--- src/sv/i2cbm_pkg.sv ---
// Shared types and constants for the byte-level I2C master.
package i2cbm_pkg;

  typedef enum logic [3:0] {
    PH_IDLE,
    PH_ST_RISE,
    PH_ST_HOLD1,
    PH_ST_HOLD2,
    PH_BIT_LOW,
    PH_BIT_RISE,
    PH_BIT_HIGH,
    PH_BIT_TAIL,
    PH_SP_RISE,
    PH_SP_HOLD1,
    PH_SP_HOLD2
  } phase_e;

  typedef enum logic [1:0] {
    CMD_START = 2'd0,
    CMD_WRITE = 2'd1,
    CMD_READ  = 2'd2,
    CMD_STOP  = 2'd3
  } cmd_e;

  localparam int unsigned HalfW      = 16;
  localparam int unsigned InDataW    = 16;
  localparam int unsigned OutDataW   = 16;
  localparam logic [HalfW-1:0] HalfReset = 16'd10;
  localparam logic [7:0] ByteOnes    = 8'hFF;
  localparam logic [7:0] ByteZeros   = 8'h00;
  localparam logic [3:0] DataBits    = 4'd8;

endpackage

--- src/sv/i2c_byte_master.sv ---
// The result item of each accepted item is registered in the output register.
// Throughput: one item per cycle; the only limit is the output register, which frees
// in the same cycle that its result item is taken.
// Reset: asynchronous, active low; back to idle with both lines released, the half
// period at 10 ticks, shift byte at all ones, held read byte and NACK cleared.
module i2c_byte_master (
  input  logic                          clk_i,
  input  logic                          rst_ni,
  input  logic                          cfg_we_i,
  input  logic [i2cbm_pkg::HalfW-1:0]   cfg_wdata_i,
  input  logic                          s_axis_tvalid,
  output logic                          s_axis_tready,
  // command_valid[0], command[2:1], data_byte[10:3], send_ack[11], scl_in[12],
  // sda_in[13], zero fill[15:14]
  input  logic [i2cbm_pkg::InDataW-1:0] s_axis_tdata,
  output logic                          m_axis_tvalid,
  input  logic                          m_axis_tready,
  // scl_low[0], sda_low[1], busy_res[2], done_res[3], read_byte[11:4], nack[12],
  // zero fill[15:13]
  output logic [i2cbm_pkg::OutDataW-1:0] m_axis_tdata
);
  import i2cbm_pkg::*;

  logic            in_valid, in_ack, in_scl, in_sda;
  cmd_e            in_cmd;
  logic [7:0]      in_byte;

  phase_e          phase_q, phase_d;
  cmd_e            cmd_q, cmd_d;
  logic [7:0]      shift_q, shift_d;
  logic [3:0]      bit_q, bit_d, bit_inc;
  logic [HalfW-1:0] wait_q, wait_d, half_q, half_eff;
  logic            ackc_q, ackc_d;
  logic            scl_q, scl_d, sda_q, sda_d;
  logic [7:0]      read_q, read_d;
  logic            nack_q, nack_d;
  logic            done_d, wait_done, wait_phase, arm;
  logic            out_valid_q;
  logic [OutDataW-1:0] out_data_q;
  logic            in_fire;

  assign in_valid = s_axis_tdata[0];
  assign in_cmd   = cmd_e'(s_axis_tdata[2:1]);
  assign in_byte  = s_axis_tdata[10:3];
  assign in_ack   = s_axis_tdata[11];
  assign in_scl   = s_axis_tdata[12];
  assign in_sda   = s_axis_tdata[13];

  assign s_axis_tready = !out_valid_q || m_axis_tready;
  assign in_fire       = s_axis_tvalid && s_axis_tready;

  assign half_eff  = (half_q == '0) ? HalfW'(1) : half_q;
  assign wait_done = (wait_q <= HalfW'(1));
  assign bit_inc   = bit_q + 4'd1;

  // Next phase.
  always_comb begin
    phase_d = phase_q;
    unique case (phase_q)
      PH_IDLE: begin
        if (in_valid) begin
          unique case (in_cmd)
            CMD_START: phase_d = PH_ST_RISE;
            CMD_STOP:  phase_d = PH_SP_RISE;
            default:   phase_d = PH_BIT_LOW;
          endcase
        end
      end
      PH_ST_RISE:  if (in_scl) phase_d = PH_ST_HOLD1;
      PH_ST_HOLD1: if (wait_done) phase_d = PH_ST_HOLD2;
      PH_ST_HOLD2: if (wait_done) phase_d = PH_BIT_LOW;
      PH_BIT_LOW:  if (wait_done) phase_d = PH_BIT_RISE;
      PH_BIT_RISE: if (in_scl) phase_d = PH_BIT_HIGH;
      PH_BIT_HIGH: begin
        if (wait_done) phase_d = (bit_inc >= DataBits) ? PH_BIT_TAIL : PH_BIT_LOW;
      end
      PH_BIT_TAIL: begin
        if (wait_done) phase_d = (bit_q == DataBits) ? PH_BIT_LOW : PH_IDLE;
      end
      PH_SP_RISE:  if (in_scl) phase_d = PH_SP_HOLD1;
      PH_SP_HOLD1: if (wait_done) phase_d = PH_SP_HOLD2;
      PH_SP_HOLD2: if (wait_done) phase_d = PH_IDLE;
      default:     phase_d = PH_IDLE;
    endcase
  end

  always_comb begin
    case (phase_d)
      PH_ST_HOLD1, PH_ST_HOLD2, PH_BIT_LOW, PH_BIT_HIGH, PH_BIT_TAIL,
      PH_SP_HOLD1, PH_SP_HOLD2: wait_phase = 1'b1;
      default:                  wait_phase = 1'b0;
    endcase
  end

  // Every entry into a timed phase loads a fresh half period.
  assign arm = (phase_d != phase_q) && wait_phase;

  // Datapath and pin drives.
  always_comb begin
    cmd_d   = cmd_q;
    shift_d = shift_q;
    bit_d   = bit_q;
    ackc_d  = ackc_q;
    scl_d   = scl_q;
    sda_d   = sda_q;
    read_d  = read_q;
    nack_d  = nack_q;
    done_d  = 1'b0;
    wait_d  = wait_q;

    case (phase_q)
      PH_ST_HOLD1, PH_ST_HOLD2, PH_BIT_LOW, PH_BIT_HIGH, PH_BIT_TAIL,
      PH_SP_HOLD1, PH_SP_HOLD2: wait_d = wait_done ? '0 : wait_q - HalfW'(1);
      default: ;
    endcase

    case (phase_q)
      PH_IDLE: begin
        if (in_valid) begin
          cmd_d  = in_cmd;
          ackc_d = in_ack;
          bit_d  = '0;
          case (in_cmd)
            CMD_START: begin
              shift_d = in_byte;
              scl_d   = 1'b0;
            end
            CMD_WRITE: shift_d = in_byte;
            CMD_READ:  shift_d = ByteOnes;
            default: begin
              sda_d = 1'b1;
              scl_d = 1'b0;
            end
          endcase
        end
      end
      PH_ST_HOLD1: if (wait_done) sda_d = 1'b1;
      PH_BIT_LOW:  if (wait_done) scl_d = 1'b0;
      PH_BIT_RISE: if (in_scl) shift_d = {shift_q[6:0], in_sda};
      PH_BIT_HIGH: begin
        if (wait_done) begin
          scl_d = 1'b1;
          bit_d = bit_inc;
        end
      end
      PH_BIT_TAIL: begin
        if (wait_done) begin
          if (bit_q == DataBits) begin
            if (cmd_q == CMD_READ) begin
              read_d  = shift_q;
              shift_d = ackc_q ? ByteZeros : ByteOnes;
            end else begin
              shift_d = ByteOnes;
            end
          end else begin
            if (cmd_q != CMD_READ) nack_d = shift_q[0];
            shift_d = ByteOnes;
            sda_d   = 1'b0;
            bit_d   = '0;
            done_d  = 1'b1;
          end
        end
      end
      PH_SP_HOLD1: if (wait_done) sda_d = 1'b0;
      PH_SP_HOLD2: if (wait_done) done_d = 1'b1;
      default: ;
    endcase

    if (arm) wait_d = half_eff;

    // Each bit starts with SCL low and SDA set from the top of the shift byte.
    if (phase_d == PH_BIT_LOW && phase_q != PH_BIT_LOW) begin
      scl_d = 1'b1;
      sda_d = !shift_d[7];
    end
  end

  always_ff @(posedge clk_i or negedge rst_ni) begin
    if (!rst_ni) begin
      phase_q <= PH_IDLE;
      cmd_q   <= CMD_START;
      shift_q <= ByteOnes;
      bit_q   <= '0;
      wait_q  <= '0;
      ackc_q  <= 1'b0;
      scl_q   <= 1'b0;
      sda_q   <= 1'b0;
      read_q  <= ByteZeros;
      nack_q  <= 1'b0;
      half_q  <= HalfReset;
      out_valid_q <= 1'b0;
    end else begin
      if (cfg_we_i) half_q <= cfg_wdata_i;
      if (in_fire) begin
        phase_q <= phase_d;
        cmd_q   <= cmd_d;
        shift_q <= shift_d;
        bit_q   <= bit_d;
        wait_q  <= wait_d;
        ackc_q  <= ackc_d;
        scl_q   <= scl_d;
        sda_q   <= sda_d;
        read_q  <= read_d;
        nack_q  <= nack_d;
        out_valid_q <= 1'b1;
      end else if (m_axis_tready) begin
        out_valid_q <= 1'b0;
      end
    end
  end

  always_ff @(posedge clk_i) begin
    if (in_fire) begin
      out_data_q <= {3'b000, nack_d, read_d, done_d, (phase_d != PH_IDLE), sda_d, scl_d};
    end
  end

  assign m_axis_tvalid = out_valid_q;
  assign m_axis_tdata  = out_data_q;

  a_item_gives_result: assert property (@(posedge clk_i) disable iff (!rst_ni)
    in_fire |=> out_valid_q)
    else $error("accepted item produced no result");

  a_done_means_idle: assert property (@(posedge clk_i) disable iff (!rst_ni)
    in_fire && done_d |-> phase_d == PH_IDLE)
    else $error("done reported while the next phase is not idle");

  a_bit_count_range: assert property (@(posedge clk_i) disable iff (!rst_ni)
    bit_q <= 4'd9)
    else $error("bit counter beyond the ACK bit");

  a_empty_takes_item: assert property (@(posedge clk_i) disable iff (!rst_ni)
    !out_valid_q |-> s_axis_tready)
    else $error("input stalled with an empty output register");

  a_idle_no_wait: assert property (@(posedge clk_i) disable iff (!rst_ni)
    in_fire && phase_q != PH_IDLE && phase_d == PH_IDLE |=> wait_q == '0)
    else $error("wait counter left running on return to idle");

endmodule

--- config.mk ---
export PLATFORM = sky130hd
export DESIGN_NAME = i2c_byte_master
export DESIGN_NICKNAME = d
export VERILOG_FILES = /design/src/sv/i2cbm_pkg.sv /design/src/sv/i2c_byte_master.sv
export SDC_FILE = /design/constraint.sdc
export NUM_CORES = 1
export LEC_CHECK = 0
export ABC_AREA = 1
export BUFFER_PORTS_ARGS = -buffer_cell sky130_fd_sc_hd__buf_2
export CAP_MARGIN = 20
export CORE_MARGIN = 1
export CORE_UTILIZATION = 30
export CTS_BUF_LIST = sky130_fd_sc_hd__clkbuf_2 sky130_fd_sc_hd__clkbuf_4 sky130_fd_sc_hd__clkbuf_8
export DETAILED_ROUTE_END_ITERATION = 12
export PLACE_DENSITY = 0.48
export SLEW_MARGIN = 20
export SYNTH_ARGS = -nofsm -noshare
export SYNTH_HDL_FRONTEND = slang
export SYNTH_SLANG_ARGS = --single-unit
--- constraint.sdc ---
create_clock -name clk_i -period 5.45 [get_ports clk_i]
set_clock_uncertainty 0.15 [all_clocks]
set_input_delay 0.8175 -clock clk_i [delete_from_list [all_inputs] [get_ports clk_i]]
set_output_delay 0.8175 -clock clk_i [all_outputs]
set_load 0.05 [all_outputs]
### After elaboration in Yosys (flattened, before gate mapping)

Cells that the tools add are included.

* flip-flop bits (word level): 76
* output and inout port bits: 18

* add/sub/neg operators: 2
* muxes and demuxes: 61
* magnitude comparators: 2
* eq/ne operators: 31
* reductions and logical operators: 23

Operator list (number)
* two-way mux 8 bit: 10
* two-way mux 16 bit: 4
* two-way mux 4 bit: 15
* case mux 4 bit (11 select lines): 1
* equality test 4 x 3 -> 1 bit, second input constant: 7
* equality test 4 bit, second input constant: 6
* case mux 8 bit (3 select lines): 1
* two-way mux 1 bit: 22
* equality test 4 x 2 -> 1 bit, second input constant: 4
* less-or-equal comparator 16 x 1 -> 1 bit, second input constant: 1
* zero test 16 bit: 1
* case mux 8 bit (2 select lines): 1
* subtractor 16 x 1 -> 16 bit, second input constant: 1
* OR reduction 7 bit: 2
* != test 2 bit, second input constant: 6
* case mux 4 bit (3 select lines): 1
* AND reduction 6 bit: 2
* case mux 4 bit (2 select lines): 1
* equality test 2 bit, second input constant: 3
* nonzero test 3 bit: 2
* adder 4 x 1 -> 4 bit, second input constant: 1
* equality test 4 x 1 -> 1 bit, second input constant: 1
* greater-or-equal comparator 4 bit, second input constant: 1
* zero test 4 bit: 1
* 19 further kinds: 24

### Depth between registers and ports, before layout

* depth after elaboration: 11
* depth in mapped cells: 21

### Worst setup path after synthesis

Ideal clock, no wire load.

* kind: input to register
* from: in m_axis_tready
* to: reg shift_q[4]
* setup time: 0.079 ns
* data arrival time: 2.699 ns
* data required time: 5.221 ns
* slack: 2.522 ns
* stages: 9
* cells stage by stage: inv_1 -> nand2_1 -> nand2_1 -> inv_1 -> o21ai_0 -> nor4_1 -> clkbuf_1 -> nand2_1 -> o21ai_0

* cells in the longest elaborated chain, start to end: 3

RTL lines
* start, declared: RTL line i2c_byte_master.sv:17 `input logic m_axis_tready,`
* logical OR 1 bit: RTL line i2c_byte_master.sv:49 `assign s_axis_tready = !out_valid_q || m_axis_tready;`
* via s_axis_tready: RTL line i2c_byte_master.sv:12 `output logic s_axis_tready,`
* logical AND 1 bit: RTL line i2c_byte_master.sv:50 `assign in_fire = s_axis_tvalid && s_axis_tready;`
* AND reduction 6 bit (no line)
* end signal, assigned: RTL line i2c_byte_master.sv:182 `shift_q <= ByteOnes;`
* end signal, assigned: RTL line i2c_byte_master.sv:197 `shift_q <= shift_d;`
* end, declared: RTL line i2c_byte_master.sv:30 `logic [7:0] shift_q, shift_d;`

The timed path passes the listed nets, and every way through them passes these cells.
A chain may end at the register's enable or synchronous reset.

### Worst setup path in the final report

* from: reg wait_q[0]
* to: reg wait_q[5]

* cells in the longest elaborated chain, start to end: 9

RTL lines
* start, declared: RTL line i2c_byte_master.sv:32 `logic [HalfW-1:0] wait_q, wait_d, half_q, half_eff;`
* start signal, assigned: RTL line i2c_byte_master.sv:199 `wait_q <= wait_d;`
* less-or-equal comparator 16 x 1 -> 1 bit: RTL line i2c_byte_master.sv:53 `assign wait_done = (wait_q <= HalfW'(1));`
* two-way mux 4 bit, or another cell as far along: RTL line i2c_byte_master.sv:82 `PH_SP_HOLD2: if (wait_done) phase_d = PH_IDLE;`
* case mux 4 bit (11 select lines): RTL line i2c_byte_master.sv:59 `unique case (phase_q)`
* equality test 4 x 3 -> 1 bit, or another cell as far along: RTL line i2c_byte_master.sv:88 `case (phase_d)`
* OR reduction 7 bit: RTL line i2c_byte_master.sv:88
* two-way mux 1 bit: RTL line i2c_byte_master.sv:88
* logical AND 1 bit: RTL line i2c_byte_master.sv:96 `assign arm = (phase_d != phase_q) && wait_phase;`
* nonzero test 2 bit (no line)
* AND reduction 2 bit (no line)

Parallel ways exist; a longest one is shown, timed or not. The select of a mux whose other input is x is not followed.

==> reports/qor.yml <==
outcome: "finished, final reports clean"
ioPinCount: 55
num_vias: 4050
worstSetupEndpointType: "register"
drt-total-wl_um: 11100
worstPathCellList: "inv_1 > ha_1 > inv_1 > nand2_1 > nand2_1 > nor2_4 > nand2_4 > nand2_2 > nand2_1 > nor2_1 > nand2_1 > nor2_1 > nor2_2 > nand2_4 > nand3_4 > a21oi_4 > nand2_1 > nand2_1"
drv_cap: 0
postRouteAntennaNets: 0
clock_path_buffers: 2
syn2layout_area_growth_pct: 14.2
p_switching_uw: 1360
hold_start: "read_q[6]$_DFFE_PN0P_"
finalHoldViolCount: 0
initial_core_util: 0.309
tightest_slew_ns: 0.912
internal-power_uw: 1460
startpoint_type: "register"
sw_frac_of_total: 0.482
final.setup.tns_ns: 0
ys_top_cells_by_area: "dfrtp_1 (29%), nand2_1 (19%), edfxtp_1 (8.7%)"
rr_endpoint: "wait_q[5]$_DFFE_PN0P_"
drive_gt1_frac: 0.158
antenna_found_initial: 0
slew_viol_final: 0
power_frac_comb: 0.520
syn_area_um2: 4500
min_period_over_period: 0.603
setup_viol: 0
yosysTopAreaCellShare: 0.295
dieArea_um2: 15500
layout_commonest_cell: "nand2_1"
grt_pass1_vias: 3966
rsz0062_at_grt: "false"
dp_hpwl_um: 7910
insertion_delay_ns: 0.36
synth_flop_cell: "dfrtp_1"
synth_area_leader_cell: "dfrtp_1"
die_y_um: 125
syn_inst: 614
hold_buffers: 0
reg2reg_from: "wait_q[0]$_DFFE_PN0P_"
cts_setup_buffers: 0
via_per_inst: 4.76
overflow: 0
irDropWorstVdd_v: 0.000186
n_antenna_cell: 0
crit_path_end: "wait_q[5]$_DFFE_PN0P_"
grt_pass1_wl_um: 19100
cts_made_buffers: 9
crit_start: "wait_q[0]$_DFFE_PN0P_"
period_needed_ns: 3.29
min_path_type: "reg -> reg"
fin_util: 0.352
worstSetupPathType: "reg -> reg"
mostFrequentLayoutCells: "nand2_1 (224), inv_1 (60), nor2_1 (53), o21ai_0 (53), dfrtp_1 (53)"
rows: 44
slowest_stage: "a21oi_4"
final_nets: 705
worstPathArrival_ns: 3.43
fp.dieW_um: 125
htreeDepth: 3
p_leak_uw: 0.00253
ys_seq_area_frac: 0.440
core_area_um2: 14600
rrSetupSlack_ns: 2.16
grtUsageTotal: 0.152
cts_sinks: 76
gp_congestion: 0.855
synth_edf_count: 13
dr.pass1.iters: 4
syn_avg_cell_area_um2: 7.33
critical_path.most_common_cell: "nand2_1"
ys_ff_latch: 76
port_buffers: 49
ys_types: 41
cts-root-buf: "clkbuf_8"
p_clk_frac: 0.176
slew-limit-headroom: 0.383
crit_required_ns: 5.60
cts_tree: "done"
cts_resized: 0
holdPathStages: 2
ys_warn_count: 0
postSynth.asyncResetShare: 0.829
initialDrtViolationCount: 228
power_density_nw_per_um2: 547
critical_path_peak_fanout: 18
hold_slack_ns: 0.332
path_clk_slew_ns: 0.08
p_total_uw: 2810
max_freq_mhz: 304
crit_path_max_incr_delay_ns: 0.48
grt_max_degree: 64
ff2ff_path_depth: 18
wl_per_cell_um: 13.1
drcViolationCount: 0
pwr-share-seq: 0.304
-- cell type report --
type	instances	area [um2]
multi-input cells	458	2190
inverters	63	236
fillers	1571	9450
repair buffers	53	275
clock buffers	10	138
clock inverters	6	87.6
flip-flops and latches	76	1980
well taps	184	230
-- state kept, by name (all words and copies together), names as in the netlist, 2 cells and up --
signal        flops
bit_q             4
cmd_q             2
half_q           16
m_axis_tdata     13
phase_q           4
read_q            8
shift_q           8
wait_q           16
-- worst max-delay path, delay by kind of cell (launching register included) --
kind	cells	cell delay, ns
flops	1	0.42
compound gates	1	0.48
buf+inv	2	0.19
simple gates	14	1.77
fa+ha+maj	1	0.21
-- synthesized netlist by cell type (3+ instances only) --
master / instances
o21ai_0: 53
inv_2: 3
xor2_1: 5
nand2_4: 3
dfrtp_1: 53
ha_1: 7
inv_1: 60
clkbuf_1: 10
xnor2_1: 5
edfxtp_1: 13
nand2_1: 224
dfstp_2: 10
buf_4: 5
o211ai_1: 7
nand3_1: 38
o21a_1: 3
a21oi_1: 9
nand4_1: 6
nor2_4: 3
a31oi_1: 3
nor2_2: 6
nand2_2: 4
nor2_1: 53
nor3_1: 8
-- stage by stage --
stage | cells | cell area [um2] | setup WS (ns)
floorplan | 616 | 4510 | 2.52
global placement | 834 | 4910 | 2.12
global route | 850 | 5140 | 1.82
CTS | 850 | 5140 | 2.10
detailed placement | 834 | 4910 | 2.12
finish | 850 | 5140 | 2.16
-- worst min-delay path by stage --
stage,slack [ns],end
final,0.33,read_q[6]$_DFFE_PN0P_
after global routing,0.37,read_q[0]$_DFFE_PN0P_
after CTS,0.34,read_q[6]$_DFFE_PN0P_
after detailed placement,0.31,read_q[0]$_DFFE_PN0P_
after global placement,0.31,read_q[7]$_DFFE_PN0P_
after floorplan,0.30,read_q[0]$_DFFE_PN0P_
-- cells by family after synthesis --
group                    after synthesis  synth area share
multiplexers                           1           0.00250
other                                  1          0.000833
adder cells (fa/ha/maj)                7            0.0194
AND/OR/NAND/NOR                      351             0.331
XOR/XNOR                              10            0.0194
AO/OA/AOI/OAI                         86             0.111
flip-flops                            76             0.440
buffers and inverters                 82            0.0764
-- metal layers --
| layer | wire length (um) | share of wire | GRT usage |
|---|---|---|---|
| met4 | 90 | 0.0081 | 0.0383 |
| met5 | 0 | 0 | 0 |
| met2 | 5260 | 0.47 | 0.248 |
| met1 | 5380 | 0.48 | 0.205 |
| met3 | 398 | 0.036 | 0.0318 |
-- power by group through the flow --
stage          Sequential, uW  Combinational [uW]  Clock, uW
6_report                  855                1460        495
5_1_grt                   875                1680        544
4_1_cts                   855                1470        519
3_5_place_dp              865                1460          0
3_3_place_gp              862                1460          0
2_1_floorplan             882                1140          0
Note: power is estimated with default switching activity, not from simulation.
